### config.mk
export PLATFORM = sky130hd
export DESIGN_NAME = edge_sample_point_generator_core
export DESIGN_NICKNAME = d
export VERILOG_FILES = /design/src/sv/espg_pkg.sv /design/src/sv/espg_dp.sv /design/src/sv/espg_ctrl.sv /design/src/sv/edge_sample_point_generator_core.sv
export SDC_FILE = /design/constraint.sdc
export NUM_CORES = 1
export LEC_CHECK = 0
export BUFFER_PORTS_ARGS = -buffer_cell sky130_fd_sc_hd__buf_4
export CAP_MARGIN = 15
export CORE_ASPECT_RATIO = 0.5
export CORE_UTILIZATION = 45
export CTS_BUF_LIST = sky130_fd_sc_hd__clkbuf_4
export CTS_CLUSTER_SIZE = 14
export DETAILED_ROUTE_END_ITERATION = 10
export SETUP_SLACK_MARGIN = 0.3
export SLEW_MARGIN = 20
export SYNTH_ARGS = -nofsm -noshare
export SYNTH_HDL_FRONTEND = slang
export SYNTH_SLANG_ARGS = --single-unit
### constraint.sdc
create_clock -name clk -period 6.2 [get_ports clk]
set_input_delay 0.62 -clock clk [delete_from_list [all_inputs] [get_ports clk]]
set_output_delay 0.62 -clock clk [all_outputs]
set_load 0.03 [all_outputs]
### src/sv/espg_pkg.sv
// Shared types and constants for the edge sample point generator.
// Used by espg_ctrl, espg_dp and edge_sample_point_generator_core. No dependencies.
package espg_pkg;

  // Field widths
  localparam int COORD_W   = 11;
  localparam int POS_W     = 13;   // signed walk position, covers -2047..4094
  localparam int CFG_IDX_W = 2;
  localparam int IN_DATA_W  = 48;  // 44 bits of fields, padded to bytes
  localparam int OUT_DATA_W = 24;  // 22 bits of fields, padded to bytes
  localparam int OUT_USER_W = 2;

  // Defaults
  localparam int DEF_MAX_SAMPLES = 64;
  localparam logic [COORD_W-1:0] RST_MIN_LEN   = 11'd80;
  localparam logic [COORD_W-1:0] RST_START_OFF = 11'd20;
  localparam logic [COORD_W-1:0] RST_STEP      = 11'd40;

  // Configuration register indexes
  typedef enum logic [CFG_IDX_W-1:0] {
    CFG_MIN_LEN   = 2'd0,
    CFG_START_OFF = 2'd1,
    CFG_STEP      = 2'd2
  } cfg_idx_t;

  // Walk phase along the edge
  typedef enum logic [1:0] {
    PH_UP   = 2'd0,   // from low end up to the center
    PH_DOWN = 2'd1,   // from high end down to just above the center
    PH_ONE  = 2'd2,   // short edge, single center point
    PH_END  = 2'd3
  } phase_t;

  // Controller states
  typedef enum logic [4:0] {
    ST_IDLE  = 5'b00001,
    ST_INIT1 = 5'b00010,
    ST_COUNT = 5'b00100,
    ST_INIT2 = 5'b01000,
    ST_EMIT  = 5'b10000
  } state_t;

  // Controller to datapath
  typedef struct packed {
    logic load_edge;
    logic walk_init;
    logic walk_adv;
    logic cnt_clear;
    logic cnt_inc;
    logic idx_clear;
    logic emit;
  } dp_cmd_t;

  // Datapath to controller
  typedef struct packed {
    logic point_ok;
    logic walk_done;
    logic cnt_zero;
    logic cnt_full;
    logic last_hit;
    logic out_free;
  } dp_stat_t;

endpackage

### src/sv/espg_dp.sv
// Datapath: config registers, edge registers, position walker, counters and output register.
// Depends on espg_pkg; driven by espg_ctrl commands.
module espg_dp import espg_pkg::*; #(
  parameter int MAX_SAMPLES = DEF_MAX_SAMPLES
) (
  input  logic                 clk,
  input  logic                 rst_n,
  // configuration write
  input  logic                 cfg_we,
  input  logic [CFG_IDX_W-1:0] cfg_index,
  input  logic [COORD_W-1:0]   cfg_data,
  // edge fields
  input  logic [COORD_W-1:0]   start_x,
  input  logic [COORD_W-1:0]   start_y,
  input  logic [COORD_W-1:0]   end_x,
  input  logic [COORD_W-1:0]   end_y,
  // control
  input  dp_cmd_t              cmd,
  output dp_stat_t             stat,
  // result register
  input  logic                 out_ready,
  output logic                 out_valid,
  output logic [COORD_W-1:0]   sample_x,
  output logic [COORD_W-1:0]   sample_y,
  output logic                 edge_vertical,
  output logic                 last_of_edge,
  output logic                 overflow
);

  localparam int CNT_W = $clog2(MAX_SAMPLES + 2);
  localparam logic [CNT_W-1:0] MAX_CNT = CNT_W'(MAX_SAMPLES);

  // Config registers
  logic [COORD_W-1:0] min_len_r, off_r, step_r;

  always_ff @(posedge clk) begin
    if (!rst_n) begin
      min_len_r <= RST_MIN_LEN;
      off_r     <= RST_START_OFF;
      step_r    <= RST_STEP;
    end else if (cfg_we) begin
      unique case (cfg_index)
        CFG_MIN_LEN:   min_len_r <= cfg_data;
        CFG_START_OFF: off_r     <= cfg_data;
        CFG_STEP:      step_r    <= cfg_data;
        default: ;
      endcase
    end
  end

  // Edge capture: run axis ends, center, fixed coordinate
  logic               vert_r;
  logic [COORD_W-1:0] fixed_r, lo_r, hi_r, centre_r;
  logic               vert_nxt;
  logic [COORD_W-1:0] ea, eb;
  logic [COORD_W:0]   esum;

  always_comb begin
    vert_nxt = (start_y != end_y);
    ea       = vert_nxt ? start_y : start_x;
    eb       = vert_nxt ? end_y   : end_x;
    esum     = {1'b0, ea} + {1'b0, eb};
  end

  always_ff @(posedge clk) begin
    if (cmd.load_edge) begin
      vert_r   <= vert_nxt;
      fixed_r  <= vert_nxt ? start_x : start_y;
      lo_r     <= (ea < eb) ? ea : eb;
      hi_r     <= (ea < eb) ? eb : ea;
      centre_r <= esum[COORD_W:1];
    end
  end

  // Position walker
  phase_t                   phase_r, phase_nxt;
  logic signed [POS_W-1:0]  pos_r, pos_nxt;
  logic signed [POS_W-1:0]  centre_s, step_s, hi_off_s, lo_off_s;
  logic [COORD_W-1:0]       span;
  logic                     is_short;
  logic                     point_ok;

  always_comb begin
    centre_s = $signed({2'b00, centre_r});
    step_s   = (step_r == '0) ? POS_W'(1) : $signed({2'b00, step_r});
    hi_off_s = $signed({2'b00, hi_r}) - $signed({2'b00, off_r});
    lo_off_s = $signed({2'b00, lo_r}) + $signed({2'b00, off_r});
    span     = hi_r - lo_r;
    is_short = (span <= min_len_r);

    unique case (phase_r)
      PH_UP:   point_ok = (pos_r <= centre_s);
      PH_DOWN: point_ok = (pos_r > centre_s);
      PH_ONE:  point_ok = 1'b1;
      PH_END:  point_ok = 1'b0;
      default: point_ok = 1'b0;
    endcase

    phase_nxt = phase_r;
    pos_nxt   = pos_r;
    if (cmd.walk_init) begin
      phase_nxt = is_short ? PH_ONE : PH_UP;
      pos_nxt   = is_short ? centre_s : lo_off_s;
    end else if (cmd.walk_adv) begin
      unique case (phase_r)
        PH_UP: begin
          if (point_ok) begin
            pos_nxt = pos_r + step_s;
          end else begin
            phase_nxt = PH_DOWN;
            pos_nxt   = hi_off_s;
          end
        end
        PH_DOWN: begin
          if (point_ok) pos_nxt = pos_r - step_s;
          else          phase_nxt = PH_END;
        end
        PH_ONE:  phase_nxt = PH_END;
        PH_END:  phase_nxt = PH_END;
        default: phase_nxt = PH_END;
      endcase
    end
  end

  always_ff @(posedge clk) begin
    if (!rst_n) begin
      phase_r <= PH_END;
    end else begin
      phase_r <= phase_nxt;
    end
  end

  always_ff @(posedge clk) begin
    pos_r <= pos_nxt;
  end

  // Point count (the controller stops it at MAX_SAMPLES + 1) and emit index
  logic [CNT_W-1:0] cnt_r, idx_r, kept;
  logic             ovf;

  always_ff @(posedge clk) begin
    if (cmd.cnt_clear)    cnt_r <= '0;
    else if (cmd.cnt_inc) cnt_r <= cnt_r + CNT_W'(1);
    if (cmd.idx_clear)    idx_r <= '0;
    else if (cmd.emit)    idx_r <= idx_r + CNT_W'(1);
  end

  always_comb begin
    ovf  = (cnt_r > MAX_CNT);
    kept = ovf ? MAX_CNT : cnt_r;
  end

  // Output register
  logic               out_valid_r;
  logic [COORD_W-1:0] sx_r, sy_r;
  logic               vert_o_r, last_r, ovf_r;

  always_ff @(posedge clk) begin
    if (!rst_n) begin
      out_valid_r <= 1'b0;
    end else if (cmd.emit) begin
      out_valid_r <= 1'b1;
    end else if (out_ready) begin
      out_valid_r <= 1'b0;
    end
  end

  always_ff @(posedge clk) begin
    if (cmd.emit) begin
      sx_r     <= vert_r ? fixed_r : pos_r[COORD_W-1:0];
      sy_r     <= vert_r ? pos_r[COORD_W-1:0] : fixed_r;
      vert_o_r <= vert_r;
      last_r   <= (idx_r + CNT_W'(1) == kept);
      ovf_r    <= ovf;
    end
  end

  assign out_valid     = out_valid_r;
  assign sample_x      = sx_r;
  assign sample_y      = sy_r;
  assign edge_vertical = vert_o_r;
  assign last_of_edge  = last_r;
  assign overflow      = ovf_r;

  // Status
  always_comb begin
    stat.point_ok  = point_ok;
    stat.walk_done = (phase_r == PH_END);
    stat.cnt_zero  = (cnt_r == '0);
    stat.cnt_full  = (cnt_r == MAX_CNT);
    stat.last_hit  = (idx_r + CNT_W'(1) == kept);
    stat.out_free  = !out_valid_r || out_ready;
  end

endmodule

### src/sv/espg_ctrl.sv
// Controller: sequences accept, count pass and emit pass for one edge.
// Depends on espg_pkg; commands espg_dp.
module espg_ctrl import espg_pkg::*; (
  input  logic     clk,
  input  logic     rst_n,
  input  logic     in_valid,
  output logic     in_ready,
  input  dp_stat_t stat,
  output dp_cmd_t  cmd
);

  state_t state_r, state_nxt;

  always_ff @(posedge clk) begin
    if (!rst_n) begin
      state_r <= ST_IDLE;
    end else begin
      state_r <= state_nxt;
    end
  end

  assign in_ready = (state_r == ST_IDLE);

  // Next state and commands
  always_comb begin
    state_nxt = state_r;
    cmd       = '0;
    unique case (state_r)
      ST_IDLE: begin
        if (in_valid) begin
          cmd.load_edge = 1'b1;
          state_nxt     = ST_INIT1;
        end
      end
      ST_INIT1: begin
        cmd.walk_init = 1'b1;
        cmd.cnt_clear = 1'b1;
        state_nxt     = ST_COUNT;
      end
      // count points, stopping one past the cap
      ST_COUNT: begin
        if (stat.walk_done) begin
          state_nxt = stat.cnt_zero ? ST_IDLE : ST_INIT2;
        end else begin
          cmd.walk_adv = 1'b1;
          if (stat.point_ok) begin
            cmd.cnt_inc = 1'b1;
            if (stat.cnt_full) state_nxt = ST_INIT2;
          end
        end
      end
      ST_INIT2: begin
        cmd.walk_init = 1'b1;
        cmd.idx_clear = 1'b1;
        state_nxt     = ST_EMIT;
      end
      // walk again, one point per free output slot
      ST_EMIT: begin
        if (stat.point_ok) begin
          if (stat.out_free) begin
            cmd.emit     = 1'b1;
            cmd.walk_adv = 1'b1;
            if (stat.last_hit) state_nxt = ST_IDLE;
          end
        end else begin
          cmd.walk_adv = 1'b1;
        end
      end
      default: state_nxt = ST_IDLE;
    endcase
  end

endmodule

### src/sv/edge_sample_point_generator_core.sv
// Edge sample point generator, top level. Depends on espg_pkg, espg_ctrl, espg_dp.
// An edge is walked twice: a count pass, then an emit pass that outputs its points.
// A new edge is accepted only after the last point of the current edge is emitted
// (or once its count pass finds no points); the count stops at MAX_SAMPLES+1.
// Reset (rst_n low, synchronous): controller idle, output empty, config to 80/20/40.
module edge_sample_point_generator_core import espg_pkg::*; #(
  parameter int MAX_SAMPLES = DEF_MAX_SAMPLES
) (
  input  logic                  clk,
  input  logic                  rst_n,
  // edge input
  input  logic                  in_tvalid,
  output logic                  in_tready,
  input  logic [IN_DATA_W-1:0]  in_tdata,   // start_x, start_y, end_x, end_y, zero pad
  // sample output
  output logic                  out_tvalid,
  input  logic                  out_tready,
  output logic [OUT_DATA_W-1:0] out_tdata,  // sample_x, sample_y, zero pad
  output logic [OUT_USER_W-1:0] out_tuser,  // edge_vertical, overflow
  output logic                  out_tlast,  // last_of_edge
  // configuration write
  input  logic                  cfg_valid,
  output logic                  cfg_ready,
  input  logic [CFG_IDX_W-1:0]  cfg_index,
  input  logic [COORD_W-1:0]    cfg_data
);

  dp_cmd_t            cmd;
  dp_stat_t           stat;
  logic [COORD_W-1:0] sample_x, sample_y;
  logic               edge_vertical, overflow;

  assign cfg_ready = 1'b1;

  espg_ctrl u_ctrl (
    .clk      (clk),
    .rst_n    (rst_n),
    .in_valid (in_tvalid),
    .in_ready (in_tready),
    .stat     (stat),
    .cmd      (cmd)
  );

  espg_dp #(
    .MAX_SAMPLES (MAX_SAMPLES)
  ) u_dp (
    .clk           (clk),
    .rst_n         (rst_n),
    .cfg_we        (cfg_valid & cfg_ready),
    .cfg_index     (cfg_index),
    .cfg_data      (cfg_data),
    .start_x       (in_tdata[COORD_W-1:0]),
    .start_y       (in_tdata[2*COORD_W-1:COORD_W]),
    .end_x         (in_tdata[3*COORD_W-1:2*COORD_W]),
    .end_y         (in_tdata[4*COORD_W-1:3*COORD_W]),
    .cmd           (cmd),
    .stat          (stat),
    .out_ready     (out_tready),
    .out_valid     (out_tvalid),
    .sample_x      (sample_x),
    .sample_y      (sample_y),
    .edge_vertical (edge_vertical),
    .last_of_edge  (out_tlast),
    .overflow      (overflow)
  );

  // Pack result fields
  assign out_tdata = {{(OUT_DATA_W-2*COORD_W){1'b0}}, sample_y, sample_x};
  assign out_tuser = {overflow, edge_vertical};

endmodule
==> results.py <==
metrics = {
    "yosys": {
        "synth_cell_types": 78,
        "synth.yosys.warnings": 0,
        "ys_async_sr_fraction_pct": 0,
        "yosys_most_used_dff": "sky130_fd_sc_hd__edfxtp_1",
        "synth-seq-area-share_pct": 35.2,
        "synth.cell_area_mm2": 0.0102,
        "synth_cells": 1123,
        "synth_enable_flop_cells": 83,
        "synth.ff_latch_count": 138,
        "avgSynthCellArea_um2": 9.09,
    },
    "route": {
        "initialDrtViolationCount": 547,
        "drc": 0,
        "detail_route.wirelength_um": 26100,
        "vias": 8169,
        "detail_route.vias_per_cell": 5.44,
        "firstDrtPassIters": 5,
        "routed_wire_length_per_instance_um": 17.4,
        "ant_nets": 0,
    },
    "placed_design": {
        "numPortBuffers": 88,
        "dpl_worst_slack_ps": 1270,
        "place_congestion": 0.914,
        "place_hpwl_um": 20900,
    },
    "cells_and_area": {
        "final_cell_mix": "117 x sky130_fd_sc_hd__inv_1, 108 x sky130_fd_sc_hd__nand2_1, 99 x sky130_fd_sc_hd__ha_1",
        "nNetsFinal": 1360,
        "layout-drive-gt1-share_pct": 15.1,
        "final_common_cell": "sky130_fd_sc_hd__inv_1",
        "syn2layout_area_growth_pct": 11.9,
    },
    "power_and_ir_drop": {
        "clkPwrFrac_pct": 26.5,
        "vdd_ir_drop_max_mv": 0.112,
        "seqPwrFrac_pct": 43.8,
        "power.share.combinational_pct": 29.7,
        "power_report.internal_total_w": 0.00164,
        "leakagePower_nw": 4.73,
        "power_switching_share_pct": 34.0,
        "power.density_cell_area_mw_per_mm2": 217,
        "switching_power_w": 0.000842,
    },
    "hold_path": {
        "hp-class": "in2reg",
    },
    "setup_path": {
        "cp-start-kind": "register",
        "cp_slowest_cell": "sky130_fd_sc_hd__edfxtp_1",
        "path_buf_inv": 1,
        "crit_path_max_incr_delay_ps": 440,
        "category_of_cells_accounting_for_the_largest_share_of_critical_path_delay": "compound AO/OA/AOI/OAI gates",
        "cp-end-kind": "register",
        "worst-endpoint-arrival_ps": 5240,
        "worst-path-max-fanout": 17,
        "cp_cell_sequence": "ha_1 -> fa_1 -> nor2b_1 -> o21ai_0 -> a21boi_0 -> o21ai_0 -> a21boi_0 -> o21ai_0 -> a21boi_0 -> nor4_1 -> a311o_1 -> ha_1 -> nand4_1 -> o32a_1 -> o41ai_4 -> buf_4 -> nor3_1 -> a211oi_1 -> a31oi_1",
        "timing.setup.critical_path_class": "reg2reg",
        "worst_ep_required_time_ps": 6540,
    },
    "clocking": {
        "clock_latency_at_the_later_pin_of_the_worst_skew_pair_ps": 620,
        "cts_made_buffers": 17,
        "tritoncts": "yes",
        "cts-root-to-sink-buffers": 2,
        "register_clock_pin_slew_on_the_reported_worst_setup_and_hold_paths_ps": 120,
        "cts.repair.resized": 0,
        "ctsHtreeMaxLevel": 4,
        "cts.repair_timing.setup_buffer_count": 0,
        "cts.sinks": 138,
        "cts-root-buf": "sky130_fd_sc_hd__clkbuf_4",
        "cts_hold_buffers": 0,
    },
    "floorplan": {
        "die_w_um": 215,
        "placementRows": 38,
        "design.core.area_mm2": 0.0220,
        "die-height_um": 108,
        "initial_core_util_pct": 46.5,
        "die_area_mm2": 0.0233,
        "io_pins": 96,
    },
    "global_route": {
        "grt_max_degree": 46,
        "gr-total-overflow": 0,
        "groute.usage.overall_pct": 23.1,
        "via_count_of_the_first_global_routing_pass": 7582,
        "grt_first_pass_wirelength_um": 40900,
        "antenna_found_initial": 2,
    },
    "sta": {
        "final.setup.worst_slack_ps": 1300,
        "max_freq_ghz": 0.204,
        "setup_viol_count_final": 0,
        "grt_setup_unrepaired": "false",
        "fin_tns_setup_ps": 0,
        "maxSlewHeadroom_pct": 36.0,
        "worstMarginPinSlew_ps": 956,
        "skew_ps": 27.8,
        "final_hold_viol_count": 0,
        "final-max-slew-violation-count": 0,
        "layout_worst_path_cycle_share_pct": 79.0,
        "layout_min_cycle_time_ps": 4900,
    },
    "job": {
        "drv.max_cap_violation_count": 0,
    },
    "run_status": {
        "outcome": "completed",
    },
}
-- sequential cells by signal (all words and copies together), names as in the netlist --
| name | count |
|---|---|
| u_dp.off_r | 11 |
| u_dp.pos_r | 13 |
| u_dp.phase_r | 2 |
| u_dp.cnt_r | 7 |
| u_dp.min_len_r | 11 |
| u_dp.lo_r | 11 |
| u_dp.sample_x | 11 |
| u_dp.sample_y | 11 |
| u_dp.last_of_edge | 1 |
| u_dp.fixed_r | 11 |
| u_dp.out_valid | 1 |
| u_dp.idx_r | 7 |
| u_dp.centre_r | 11 |
| u_ctrl.state_r | 5 |
| u_dp.hi_r | 11 |
| u_dp.step_r | 11 |
| u_dp.vert_r | 1 |
| u_dp.edge_vertical | 1 |
| u_dp.overflow | 1 |
-- power groups by stage --
stage	clock network (W)	registers [W]	logic, W
2_1_floorplan	0	0.00108	0.000522
3_3_place_gp	0	0.00111	0.000707
3_5_place_dp	0	0.00111	0.000724
4_1_cts	0.000674	0.00109	0.000729
5_1_grt	0.000708	0.00109	0.000818
6_report	0.000657	0.00109	0.000735
-- worst register-to-register path, stage by stage, from the launching register on --
cell and delay, ps:
sky130_fd_sc_hd__edfxtp_1 440, sky130_fd_sc_hd__ha_1 240, sky130_fd_sc_hd__fa_1 410, sky130_fd_sc_hd__nor2b_1 110
sky130_fd_sc_hd__o21ai_0 100, sky130_fd_sc_hd__a21boi_0 270, sky130_fd_sc_hd__o21ai_0 150, sky130_fd_sc_hd__a21boi_0 250
sky130_fd_sc_hd__o21ai_0 140, sky130_fd_sc_hd__a21boi_0 390, sky130_fd_sc_hd__nor4_1 90, sky130_fd_sc_hd__a311o_1 350
sky130_fd_sc_hd__ha_1 330, sky130_fd_sc_hd__nand4_1 110, sky130_fd_sc_hd__o32a_1 390, sky130_fd_sc_hd__o41ai_4 70
sky130_fd_sc_hd__buf_4 310, sky130_fd_sc_hd__nor3_1 130, sky130_fd_sc_hd__a211oi_1 280, sky130_fd_sc_hd__a31oi_1 70
-- cells by family after synthesis --
group	share of synthesized area [%]
buf+inv	6.56
other cells	0.0736
xor+xnor	5.15
compound gates	18.2
fa+ha+maj	13.3
flops	35.2
simple gates	15.0
mux	6.48
-- final timing paths --
| kind | start | endpoint | slack (ps) | depth (start not counted) |
|---|---|---|---|---|
| max | u_dp.lo_r[0]$_DFFE_PP_ | u_dp.pos_r[3]$_DFFE_PP_ | 1300 | 19 |
| min | in_tvalid | u_ctrl.state_r[1]$_SDFFE_PN0P_ | 240 | 2 |
| max reg2reg | u_dp.lo_r[0]$_DFFE_PP_ | u_dp.pos_r[3]$_DFFE_PP_ | 1300 | 19 |
| min reg2reg | u_dp.min_len_r[10]$_SDFFE_PN0P_ | u_dp.min_len_r[10]$_SDFFE_PN0P_ | 480 | 2 |
-- Yosys cell counts (13+ instances only) --
cell type                  instances  area, um2
sky130_fd_sc_hd__a21boi_0         36        270
sky130_fd_sc_hd__a21oi_1          65        325
sky130_fd_sc_hd__nand4_1          13       81.3
sky130_fd_sc_hd__ha_1             99       1240
sky130_fd_sc_hd__clkbuf_1         35        131
sky130_fd_sc_hd__dfxtp_1          55       1100
sky130_fd_sc_hd__xnor2_1          37        324
sky130_fd_sc_hd__mux2_2           33        372
sky130_fd_sc_hd__nand3_1          14       70.1
sky130_fd_sc_hd__xor2_1           18        158
sky130_fd_sc_hd__edfxtp_1         83       2490
sky130_fd_sc_hd__mux2i_1          29        290
sky130_fd_sc_hd__a31oi_1          14       87.6
sky130_fd_sc_hd__inv_1           117        439
sky130_fd_sc_hd__nor2_1           87        327
sky130_fd_sc_hd__o21ai_0          45        225
sky130_fd_sc_hd__nor3_1           20        100
sky130_fd_sc_hd__nor2b_1          14       87.6
sky130_fd_sc_hd__nand2_1         108        405
sky130_fd_sc_hd__a21o_1           14        105
-- metal layers --
layer | GRT usage (%) | wire [um] | up-vias
li1 | - | - | 4128
met2 | 35.2 | 11000 | 169
met3 | 4.92 | 1160 | 25
met1 | 33.2 | 13600 | 3847
met5 | 0 | 0 | -
met4 | 6.13 | 351 | 0
-- stage by stage --
step,util (%),std cells,total power (W),instance area (um2),hold slack [ps]
floorplan,-,1124,0.00160,10200,424
global placement,50.6,1470,0.00181,11100,455
detailed placement,50.6,1470,0.00183,11100,462
CTS,52.0,1502,0.00249,11400,185
global route,52.0,1503,0.00262,11400,198
finish,52.0,1503,0.00248,11400,242
-- area by class of cell --
type	instances	area (um2)
fill	2051	10500
multi-input combinational	818	5970
sequential	138	3590
timing repair buffer	97	728
inverter	117	439
tap	300	375
clock inverter	14	173
clock buffer	18	135
antenna	1	2.50
(Power assumes the default switching activity.)
